$ cat src/rtl/core/ubx_pkg.sv
`default_nettype none

package ubx_pkg;

	localparam logic [7:0] SYNC_ONE = 8'hB5;
	localparam logic [7:0] SYNC_TWO = 8'h62;

	localparam logic CMD_START = 1'b0;
	localparam logic CMD_DATA  = 1'b1;

	typedef logic [2:0] step_t;

	// start word sequence
	localparam step_t ST_SYNC1  = 3'd0;
	localparam step_t ST_SYNC2  = 3'd1;
	localparam step_t ST_CLASS  = 3'd2;
	localparam step_t ST_ID     = 3'd3;
	localparam step_t ST_LEN_LO = 3'd4;
	localparam step_t ST_LEN_HI = 3'd5;
	localparam step_t ST_CK_A   = 3'd6;
	localparam step_t ST_CK_B   = 3'd7;

	// payload word sequence
	localparam step_t DT_BYTE = 3'd0;
	localparam step_t DT_CK_A = 3'd1;
	localparam step_t DT_CK_B = 3'd2;

	typedef struct packed {
		logic       kind;
		logic [7:0] b0;
		logic [7:0] b1;
		logic [7:0] len;
		logic       last;
	} op_t;

endpackage

`default_nettype wire

$ cat src/rtl/core/ubx_frame_builder_core.sv
// channel | handshake            | words
// in      | in_valid / in_ready  | command, data_byte, msg_class, msg_id, payload_length
// out     | out_valid / out_ready| frame_byte, end_of_frame
//
// A payload word yields one output byte, three when it closes the frame.
// A start word yields six output bytes, eight for an empty frame; the byte sequencer sets this.
// Input and output are decoupled by a FIFO_DEPTH-entry word queue plus the output register.
// Reset is asynchronous, active low; nothing is emitted until the first start word.
// out_ready low with a word held stalls the sequencer only; inputs keep flowing until the queue fills.
`default_nettype none

module ubx_frame_builder_core
	import ubx_pkg::*;
#(
	parameter int FIFO_DEPTH = 2
) (
	input  wire logic       clk,
	input  wire logic       arst_n,
	input  wire logic       in_valid,
	output logic            in_ready,
	input  wire logic       command,
	input  wire logic [7:0] data_byte,
	input  wire logic [7:0] msg_class,
	input  wire logic [7:0] msg_id,
	input  wire logic [7:0] payload_length,
	output logic            out_valid,
	input  wire logic       out_ready,
	output logic [7:0]      frame_byte,
	output logic            end_of_frame
);

	logic push;
	op_t  push_op;
	logic full;
	logic pop;
	logic head_valid;
	op_t  head_op;

	ubx_front u_front (
		.clk            (clk),
		.arst_n         (arst_n),
		.in_valid       (in_valid),
		.in_ready       (in_ready),
		.command        (command),
		.data_byte      (data_byte),
		.msg_class      (msg_class),
		.msg_id         (msg_id),
		.payload_length (payload_length),
		.push           (push),
		.push_op        (push_op),
		.full           (full)
	);

	ubx_fifo #(
		.DEPTH (FIFO_DEPTH)
	) u_fifo (
		.clk        (clk),
		.arst_n     (arst_n),
		.push       (push),
		.push_op    (push_op),
		.full       (full),
		.pop        (pop),
		.head_valid (head_valid),
		.head_op    (head_op)
	);

	ubx_back u_back (
		.clk          (clk),
		.arst_n       (arst_n),
		.head_valid   (head_valid),
		.head_op      (head_op),
		.pop          (pop),
		.out_valid    (out_valid),
		.out_ready    (out_ready),
		.frame_byte   (frame_byte),
		.end_of_frame (end_of_frame)
	);

endmodule

`default_nettype wire

$ cat src/rtl/core/ubx_front.sv
`default_nettype none

module ubx_front
	import ubx_pkg::*;
(
	input  wire logic       clk,
	input  wire logic       arst_n,
	input  wire logic       in_valid,
	output logic            in_ready,
	input  wire logic       command,
	input  wire logic [7:0] data_byte,
	input  wire logic [7:0] msg_class,
	input  wire logic [7:0] msg_id,
	input  wire logic [7:0] payload_length,
	output logic            push,
	output op_t             push_op,
	input  wire logic       full
);

	logic       in_frame_q;
	logic [7:0] rem_q;
	logic       acc;

	assign in_ready = !full;
	assign acc      = in_valid && in_ready;
	assign push     = acc && (command == CMD_START || in_frame_q);

	always_comb begin
		push_op.kind = command;
		push_op.b0   = (command == CMD_START) ? msg_class : data_byte;
		push_op.b1   = msg_id;
		push_op.len  = payload_length;
		push_op.last = (command == CMD_START) ? (payload_length == 8'd0) : (rem_q == 8'd1);
	end

	always_ff @(posedge clk or negedge arst_n) begin
		if (!arst_n) begin
			in_frame_q <= 1'b0;
			rem_q      <= 8'd0;
		end else if (acc) begin
			if (command == CMD_START) begin
				in_frame_q <= (payload_length != 8'd0);
				rem_q      <= payload_length;
			end else if (in_frame_q) begin
				rem_q <= rem_q - 8'd1;
				if (rem_q == 8'd1) begin
					in_frame_q <= 1'b0;
				end
			end
		end
	end

endmodule

`default_nettype wire

$ cat src/rtl/core/ubx_fifo.sv
`default_nettype none

module ubx_fifo
	import ubx_pkg::*;
#(
	parameter int DEPTH = 2
) (
	input  wire logic clk,
	input  wire logic arst_n,
	input  wire logic push,
	input  wire op_t  push_op,
	output logic      full,
	input  wire logic pop,
	output logic      head_valid,
	output op_t       head_op
);

	localparam int PTR_W = (DEPTH > 1) ? $clog2(DEPTH) : 1;
	localparam int CNT_W = $clog2(DEPTH + 1);

	op_t              mem_q [DEPTH];
	logic [PTR_W-1:0] wr_q;
	logic [PTR_W-1:0] rd_q;
	logic [CNT_W-1:0] cnt_q;

	assign full       = (cnt_q == CNT_W'(DEPTH));
	assign head_valid = (cnt_q != '0);
	assign head_op    = mem_q[rd_q];

	always_ff @(posedge clk) begin
		if (push) begin
			mem_q[wr_q] <= push_op;
		end
	end

	always_ff @(posedge clk or negedge arst_n) begin
		if (!arst_n) begin
			wr_q  <= '0;
			rd_q  <= '0;
			cnt_q <= '0;
		end else begin
			if (push) begin
				wr_q <= (wr_q == PTR_W'(DEPTH - 1)) ? '0 : wr_q + 1'b1;
			end
			if (pop) begin
				rd_q <= (rd_q == PTR_W'(DEPTH - 1)) ? '0 : rd_q + 1'b1;
			end
			if (push && !pop) begin
				cnt_q <= cnt_q + 1'b1;
			end else if (pop && !push) begin
				cnt_q <= cnt_q - 1'b1;
			end
		end
	end

endmodule

`default_nettype wire

$ cat src/rtl/core/ubx_back.sv
`default_nettype none

module ubx_back
	import ubx_pkg::*;
(
	input  wire logic       clk,
	input  wire logic       arst_n,
	input  wire logic       head_valid,
	input  wire op_t        head_op,
	output logic            pop,
	output logic            out_valid,
	input  wire logic       out_ready,
	output logic [7:0]      frame_byte,
	output logic            end_of_frame
);

	step_t      step_q;
	logic       ov_q;
	logic [7:0] byte_q;
	logic       eof_q;
	logic [7:0] sum_a_q;
	logic [7:0] sum_b_q;

	logic       adv;
	logic [7:0] nbyte;
	logic       summed;
	logic       clear;
	logic       fin;
	logic       eof;
	logic [7:0] na;
	logic [7:0] nb;

	assign adv          = head_valid && (!ov_q || out_ready);
	assign pop          = adv && fin;
	assign out_valid    = ov_q;
	assign frame_byte   = byte_q;
	assign end_of_frame = eof_q;
	assign na           = sum_a_q + nbyte;
	assign nb           = sum_b_q + na;

	always_comb begin
		nbyte  = 8'd0;
		summed = 1'b0;
		clear  = 1'b0;
		fin    = 1'b0;
		eof    = 1'b0;
		if (head_op.kind == CMD_START) begin
			case (step_q)
				ST_SYNC1: begin
					nbyte = SYNC_ONE;
					clear = 1'b1;
				end
				ST_SYNC2: nbyte = SYNC_TWO;
				ST_CLASS: begin
					nbyte  = head_op.b0;
					summed = 1'b1;
				end
				ST_ID: begin
					nbyte  = head_op.b1;
					summed = 1'b1;
				end
				ST_LEN_LO: begin
					nbyte  = head_op.len;
					summed = 1'b1;
				end
				ST_LEN_HI: begin
					nbyte  = 8'd0;
					summed = 1'b1;
					fin    = !head_op.last;
				end
				ST_CK_A: nbyte = sum_a_q;
				ST_CK_B: begin
					nbyte = sum_b_q;
					eof   = 1'b1;
					fin   = 1'b1;
				end
				default: begin
					nbyte = sum_b_q;
					eof   = 1'b1;
					fin   = 1'b1;
				end
			endcase
		end else begin
			case (step_q)
				DT_BYTE: begin
					nbyte  = head_op.b0;
					summed = 1'b1;
					fin    = !head_op.last;
				end
				DT_CK_A: nbyte = sum_a_q;
				default: begin
					nbyte = sum_b_q;
					eof   = 1'b1;
					fin   = 1'b1;
				end
			endcase
		end
	end

	always_ff @(posedge clk) begin
		if (adv) begin
			byte_q <= nbyte;
			eof_q  <= eof;
		end
	end

	always_ff @(posedge clk or negedge arst_n) begin
		if (!arst_n) begin
			ov_q    <= 1'b0;
			step_q  <= ST_SYNC1;
			sum_a_q <= 8'd0;
			sum_b_q <= 8'd0;
		end else if (adv) begin
			ov_q   <= 1'b1;
			step_q <= fin ? ST_SYNC1 : step_q + 3'd1;
			if (clear) begin
				sum_a_q <= 8'd0;
				sum_b_q <= 8'd0;
			end else if (summed) begin
				sum_a_q <= na;
				sum_b_q <= nb;
			end
		end else if (out_ready) begin
			ov_q <= 1'b0;
		end
	end

endmodule

`default_nettype wire

$ cat config.mk
export PLATFORM = sky130hd
export DESIGN_NAME = ubx_frame_builder_core
export DESIGN_NICKNAME = d
export VERILOG_FILES = /design/src/rtl/core/ubx_pkg.sv /design/src/rtl/core/ubx_frame_builder_core.sv /design/src/rtl/core/ubx_front.sv /design/src/rtl/core/ubx_fifo.sv /design/src/rtl/core/ubx_back.sv
export SDC_FILE = /design/constraint.sdc
export NUM_CORES = 1
export LEC_CHECK = 0
export CAP_MARGIN = 20
export CORE_UTILIZATION = 30
export DETAILED_ROUTE_END_ITERATION = 10
export DONT_BUFFER_PORTS = 1
export HOLD_SLACK_MARGIN = 0.15
export PLACE_DENSITY = 0.5
export SKIP_CTS_REPAIR_TIMING = 1
export SLEW_MARGIN = 20
export SYNTH_ARGS = -nofsm -noshare
export SYNTH_HDL_FRONTEND = slang
export SYNTH_SLANG_ARGS = --single-unit
$ cat constraint.sdc
create_clock -name clk -period 8.6 [get_ports clk]
set_clock_uncertainty 0.15 [all_clocks]
set_input_delay 1.72 -clock clk [delete_from_list [all_inputs] [get_ports clk]]
set_output_delay 1.72 -clock clk [all_outputs]
set_load 0.1 [all_outputs]
**Word level (Yosys, flattened, before mapping)**

Memories as Yosys holds them, arrays and structs flattened.
Cells that the tools add are included.

- Register bits: 42
- Memory bits (writable): 52
- Input port bits: 37
- Output and inout port bits: 11
- Word-level logic and storage cells: 88
- Memories kept: 1

- Add/sub/neg operators: 8
- Equal/unequal tests: 10
- Multiplexer cells: 33
- Bitwise logic cells: 1
- Reductions and logical operators: 24

Memory list:

| memory | words | bits a word | rd ports | clocked after memory_dff | wr ports | RTL line | RTL |
|---|---|---|---|---|---|---|---|
| u_fifo.mem_q | 2 | 26 | 1 | 0 | 1 | ubx_fifo.sv:21 | `op_t mem_q [DEPTH];` |

Operator list:

| operator | count |
|---|---|
| 2-to-1 mux 8 bit | 8 |
| case mux 8 bit (8 select lines) | 1 |
| 2-to-1 mux 1 bit | 18 |
| adder 8 bit | 2 |
| case mux 8 bit (2 select lines) | 1 |
| equality test 3 bit (second input constant) | 4 |
| equality test 8 x 1 -> 1 bit (second input constant) | 1 |
| zero test 8 bit | 1 |
| nonzero test 2 bit | 4 |
| nonzero test 8 bit | 1 |
| subtractor 8 x 1 -> 8 bit (second input constant) | 1 |
| equality test 3 x 2 -> 1 bit (second input constant) | 2 |
| logical AND 1 bit | 6 |
| zero test 1 bit | 5 |
| 2-to-1 mux 2 bit | 2 |
| case mux 1 bit (2 select lines) | 2 |
| AND reduction 2 bit | 2 |
| OR reduction 4 bit | 1 |
| adder 3 x 1 -> 3 bit (second input constant) | 1 |
| equality test 3 x 1 -> 1 bit (second input constant) | 1 |
| zero test 3 bit | 1 |
| 2-to-1 mux 3 bit | 1 |
| adder 1 bit (second input constant) | 2 |
| adder 2 x 1 -> 2 bit (second input constant) | 1 |
| 6 further kinds | 7 |

**Longest topological paths before layout**

- Depth after elaboration: 8
- Gate-level depth with buffers: 24
- Depth with buffers taken out: 23

**Cells and area by module**

A second synthesis with hierarchy kept.

- Cells, all modules: 430
- Area, all modules: 5231.3 µm²

By module, submodules not included:

| module | instances | cells each | area an instance (µm²) | sequential area each (µm²) |
|---|---|---|---|---|
| ubx_back | 1 | 236 | 2249.7 | 770.7 |
| ubx_fifo | 1 | 97 | 2165.8 | 1661.6 |
| ubx_front | 1 | 97 | 815.8 | 225.2 |

**Least setup slack after synthesis**

OpenSTA, ideal clock, no wires.

- Path kind: flip-flop to flip-flop
- Start: register u_back.step_q[0]
- End: register u_back.sum_b_q[7]
- Setup time: 0.125 ns
- Arrival time: 4.233 ns
- Required time: 8.325 ns
- Setup slack: 4.092 ns
- Cell stages (with the launch flop): 24
- Path buffers: 1
- Clock period less this slack: 4.508 ns
- Path through: dfrtp_1 -> ha_1 -> ha_1 -> buf_6 -> or4_4 -> o21ai_4 -> a221oi_1 -> a31oi_1 -> ha_1 -> inv_1 -> fa_1 -> nor2b_1 -> o21ai_0 -> nand2b_1 -> xor2_1 -> ha_1 -> nand3_1 -> o211ai_1 -> o21ai_1 -> or2b_1 -> a21oi_1 -> xnor2_1 -> nand2b_1 -> mux2i_1

- Cells in the longest elaborated chain, start to end: 7
- Elaborated cells between the ends (all ways): 22
- Classes of those cells: 2 x add/sub; 7 x eq/ne; 9 x mux; 4 x reduce/logical

Ends and longest elaborated chain:

| what | RTL line | RTL |
|---|---|---|
| start, declared | ubx_back.sv:17 | `step_t step_q;` |
| start signal, assigned | ubx_back.sv:115 | `step_q <= fin ? ST_SYNC1 : step_q + 3'd1;` |
| equality test 3 bit (tied with other cells) | ubx_back.sv:48 | `case (step_q)` |
| case mux 8 bit (8 select lines) or case mux 8 bit (2 select lines) (tied branches) | ubx_back.sv:48, ubx_back.sv:84 |  |
| 2-to-1 mux 8 bit * | ubx_back.sv:47 | `if (head_op.kind == CMD_START) begin` |
| named net u_back.nbyte[0] | ubx_back.sv:25 | `logic [7:0] nbyte;` |
| adder 8 bit * | ubx_back.sv:38 | `assign na = sum_a_q + nbyte;` |
| adder 8 bit * | ubx_back.sv:39 | `assign nb = sum_b_q + na;` |
| 2-to-1 mux 8 bit * | ubx_back.sv:119 | `end else if (summed) begin` |
| 2-to-1 mux 8 bit * | ubx_back.sv:116 | `if (clear) begin` |
| end signal, assigned | ubx_back.sv:121 | `sum_b_q <= nb;` |
| end, declared | ubx_back.sv:22 | `logic [7:0] sum_b_q;` |

The timed path passes the listed nets; every way through them passes the cells marked *. The select of a mux whose other input is x is not followed.
A chain may end at the register's enable or synchronous reset.

**Worst setup path after layout**

- Start: register u_back.step_q[2]
- End: register u_back.sum_b_q[7]

Same word-level chain as after synthesis.

==> results.txt <==
----------------------------------------------------
[Outcome]
  Status ... finished clean

[Die]
  Row count ... 46
  Vertical die dimension ... around 130 um
  Starting density of the core ... between 30% and 40%
  Number of placed I/O pins ... 48
  Width of the chip ... ~130 um
  Area inside the core boundary ... between 15,000 and 20,000 um2
  Die outline area ... 17,000 um2

[Global routing]
  GRT Resource Usage Total ... 14.0%
  Routing usage on met1 ... between 10% and 20%
  First-pass GRT wire length ... ~18,000 um
  Met3 global-route usage ... 4.52%
  Pin count of the biggest net entering global routing ... 34
  Global route hottest layer ... met2
  Number of antenna violations at the first check in global routing ... 0
  Number of global-route vias before repair ... 3,208
  Met2 global-route usage ... a little under a quarter
  Global route overflow ... 0

[Logic synthesis]
  Fraction of post-synthesis cell area in the top cell type by area ... between 30% and 40%
  EDFF count, synth ... 61
  Most area-consuming cells after synthesis ... sky130_fd_sc_hd__edfxtp_1 (37%), sky130_fd_sc_hd__dfrtp_1 (17%), sky130_fd_sc_hd__ha_1 (5.8%), sky130_fd_sc_hd__mux2_2 (4.5%), sky130_fd_sc_hd__o21ai_0 (3.2%)
  FFs w/ async S/R, synth ... around a third
  Net Count, Synth ... around 480
  Gate count of the mapped netlist ... 417
  Count of different cell masters after synthesis ... 60
  Number of flip-flops and latches in the synthesized netlist ... 94
  Leading area contributor after synthesis ... sky130_fd_sc_hd__edfxtp_1
  Most used flip-flop cell after synthesis ... sky130_fd_sc_hd__edfxtp_1
  Avg Synthesized Cell Area ... approximately 12 um2
  Sequential fraction of the synthesis area ... 53.7%
  Warning count from the yosys run ... 0
  Cell Area, Synth ... a little under 5000 um2

[Critical path]
  Data arrival at the endpoint of the critical path ... 5.51 ns
  Worst setup EP type ... flip-flop
  Classification of the worst setup path ... flip-flop to flip-flop
  Crit path required time ... between 8 and 9 ns
  Worst Setup Start Kind ... flip-flop
  Crit Path Max Fanout ... 24
  Depth of the most critical reg-to-reg path ... 22

[Flow run]
  Max-cap check violation count ... 0

[Hold path]
  Kind of path behind the tightest hold check ... flip-flop to flip-flop
  Number of instances on the worst hold path ... 1

[Final layout]
  Final-layout fill cell count ... 1,659
  Layout overhead on the synthesized area ... 9.50%
  Ratio of cells with drive above 1 in the final layout ... between 10% and 20%
  Number of inserted diodes ... 0
  Nets@finish ... 478

[Placement]
  Half-perimeter wire length after detailed placement ... between 8000 and 9000 um
  Gp weighted congestion ... 0.885
  IO Port Bufs ... 0

[Timing]
  Time the worst path needs with I/O delays and setup ... 5.39 ns
  Setup-failing EPs final ... 0
  Worst relative slew slack ... 31.0%
  RSZ-0062 raised after global routing ... false
  Total negative setup slack ... 0 ns
  Number of pins exceeding their max-slew limit in the final report ... 0
  Count of endpoints failing hold in the final timing report ... 0
  Worst-Margin Slew ... between 1 and 1.5 ns
  Achievable frequency ... 0.186 GHz
  Final worst-path cycle share ... 62.6%

[Clock network]
  Clock insertion delay at the later pin of the skew report ... 0.35 ns
  CTS clk-pin slew, worst paths ... 0.06 ns
  CTS tree ... yes
  Root buffer cell ... sky130_fd_sc_hd__clkbuf_16
  CTS HTree Levels ... 3
  Total CTS buffers ... 9
  Max clock buf depth ... 2
  Sinks on the clock net ... 94

[Routing]
  Count of antenna-violating nets left after detailed routing ... 0
  Detailed router's first-iteration violation count ... 178
  Remaining routing DRC violations ... 0
  WL final ... ~11,000 um
  Avg Vias per Cell ... 4.97
  Routed wire length per instance ... about 17 um
  Detailed-router iteration count before antenna repair ... 5
  Total number of vias ... 3,169

----------------------------------------------------
-- kinds of logic after synthesis --
| kind of cell | synth area share (%) |
|---|---|
| AND/OR/NAND/NOR | 9.30 |
| adder cells (fa/ha/maj) | 6.62 |
| buffers and inverters | 3.71 |
| AO/OA/AOI/OAI | 15.5 |
| multiplexers | 8.39 |
| flip-flops | 53.7 |
| XOR/XNOR | 2.83 |
-- cell usage after synthesis, drive strengths merged (2+ instances only) --
master / instances
or3: 2
nor4: 2
o31ai: 2
a221o: 2
mux2: 22
o21a: 3
xnor2: 8
a22oi: 4
nand2: 39
a22o: 8
inv: 16
a31oi: 2
xor2: 8
nor3b: 2
buf: 9
nor2: 20
o21bai: 2
o21ai: 35
nand3: 7
or2b: 2
edfxtp: 61
a21boi: 2
a221oi: 6
mux2i: 16
nor2b: 3
and2: 3
a211oi: 7
o22ai: 7
clkbuf: 7
nand2b: 7
dfrtp: 33
nor3: 2
fa: 2
o211ai: 5
a21oi: 26
a21o: 4
ha: 23
-- cells in the final DEF, fill, tap and decap left out, drive strengths merged, types with 3 or more instances in the layout --
master and n:
a211oi 7, a21o 4, a21oi 26, a221oi 6, a22o 8, a22oi 4, and2 3, buf 4
clkbuf 10, clkinv 3, dfrtp 33, edfxtp 61, ha 23, inv 17, mux2 22, mux2i 16
nand2 39, nand2b 7, nand3 7, nor2 20, nor2b 3, o211ai 5, o21a 3, o21ai 35
o22ai 7, xnor2 8, xor2 8
-- metal layers --
| metal | part of all wire, % | vias up |
|---|---|---|
| li1 | - | 1551 |
| met1 | 46 | 1533 |
| met2 | 48 | 76 |
| met3 | 5.2 | 9 |
| met4 | 1.2 | 0 |
| met5 | 0 | - |
-- cell type report --
| cell class | instances | area [um2] | share of cell area, % |
|---|---|---|---|
| Tap cell | 216 | 270 | 4.98 |
| Multi-Input combinational cell | 291 | 2110 | 39.0 |
| Sequential cell | 94 | 2660 | 49.0 |
| Clock buffer | 10 | 229 | 4.22 |
| Inverter | 16 | 60.1 | 1.11 |
| Timing Repair Buffer | 4 | 30.0 | 0.554 |
| Clock inverter | 6 | 62.6 | 1.15 |
-- through the flow --
stage	setup WS, ns	hold WS (ns)	utilization (%)	area [um2]	cells
final	3.21	0.363	33.9	5420	637
after global routing	2.76	0.396	33.9	5420	637
after CTS	3.24	0.364	33.9	5420	637
after detailed placement	3.28	0.354	32.1	5130	621
after global placement	3.42	0.344	32.1	5130	621
after floorplan	4.09	0.310	-	4950	417
-- path summary, 6_finish.rpt --
path,start,endpoint,slack (ns)
hold / removal,u_fifo.wr_q$_DFFE_PN0P_,u_fifo.wr_q$_DFFE_PN0P_,0.36
min in group asynchronous,arst_n,u_fifo.rd_q$_DFFE_PN0P_,0.91
setup / recovery,u_back.step_q[2]$_DFFE_PN0P_,u_back.sum_b_q[7]$_DFFE_PN0P_,3.21
setup reg to reg,u_back.step_q[2]$_DFFE_PN0P_,u_back.sum_b_q[7]$_DFFE_PN0P_,3.21
hold reg to reg,u_fifo.wr_q$_DFFE_PN0P_,u_fifo.wr_q$_DFFE_PN0P_,0.36
max in group asynchronous,arst_n,u_front.rem_q[3]$_DFFE_PN0P_,7.30
-- critical path: stages, from the launching register on --
cell and delay [ns]:
sky130_fd_sc_hd__dfrtp_1 0.73, sky130_fd_sc_hd__inv_1 0.20, sky130_fd_sc_hd__ha_1 0.39, sky130_fd_sc_hd__or4_4 0.54, sky130_fd_sc_hd__o21ai_4 0.20, sky130_fd_sc_hd__a221oi_1 0.08, sky130_fd_sc_hd__a31oi_1 0.30, sky130_fd_sc_hd__ha_1 0.23
sky130_fd_sc_hd__inv_1 0.05, sky130_fd_sc_hd__fa_1 0.40, sky130_fd_sc_hd__nor2b_1 0.13, sky130_fd_sc_hd__o21ai_0 0.08, sky130_fd_sc_hd__nand2b_1 0.11, sky130_fd_sc_hd__xor2_1 0.21, sky130_fd_sc_hd__ha_1 0.32, sky130_fd_sc_hd__nand3_1 0.11
sky130_fd_sc_hd__o211ai_1 0.10, sky130_fd_sc_hd__o21ai_1 0.16, sky130_fd_sc_hd__or2b_1 0.25, sky130_fd_sc_hd__a21oi_1 0.18, sky130_fd_sc_hd__xnor2_1 0.15, sky130_fd_sc_hd__a21oi_1 0.09, sky130_fd_sc_hd__mux2i_1 0.16
-- flip-flops by register name, summed over array words and instances, names as in the netlist --
name and flops:
u_back.sum_a_q 8, u_front.rem_q 8, u_fifo.mem_q 52, u_back.frame_byte 8
u_back.end_of_frame 1, u_fifo.cnt_q 2, u_back.step_q 3, u_fifo.rd_q 1
u_front.in_frame_q 1, u_back.sum_b_q 8, u_back.out_valid 1, u_fifo.wr_q 1
Power is not shown: default switching activity piles up to over one toggle a cycle in this logic, so the estimate is an artifact.
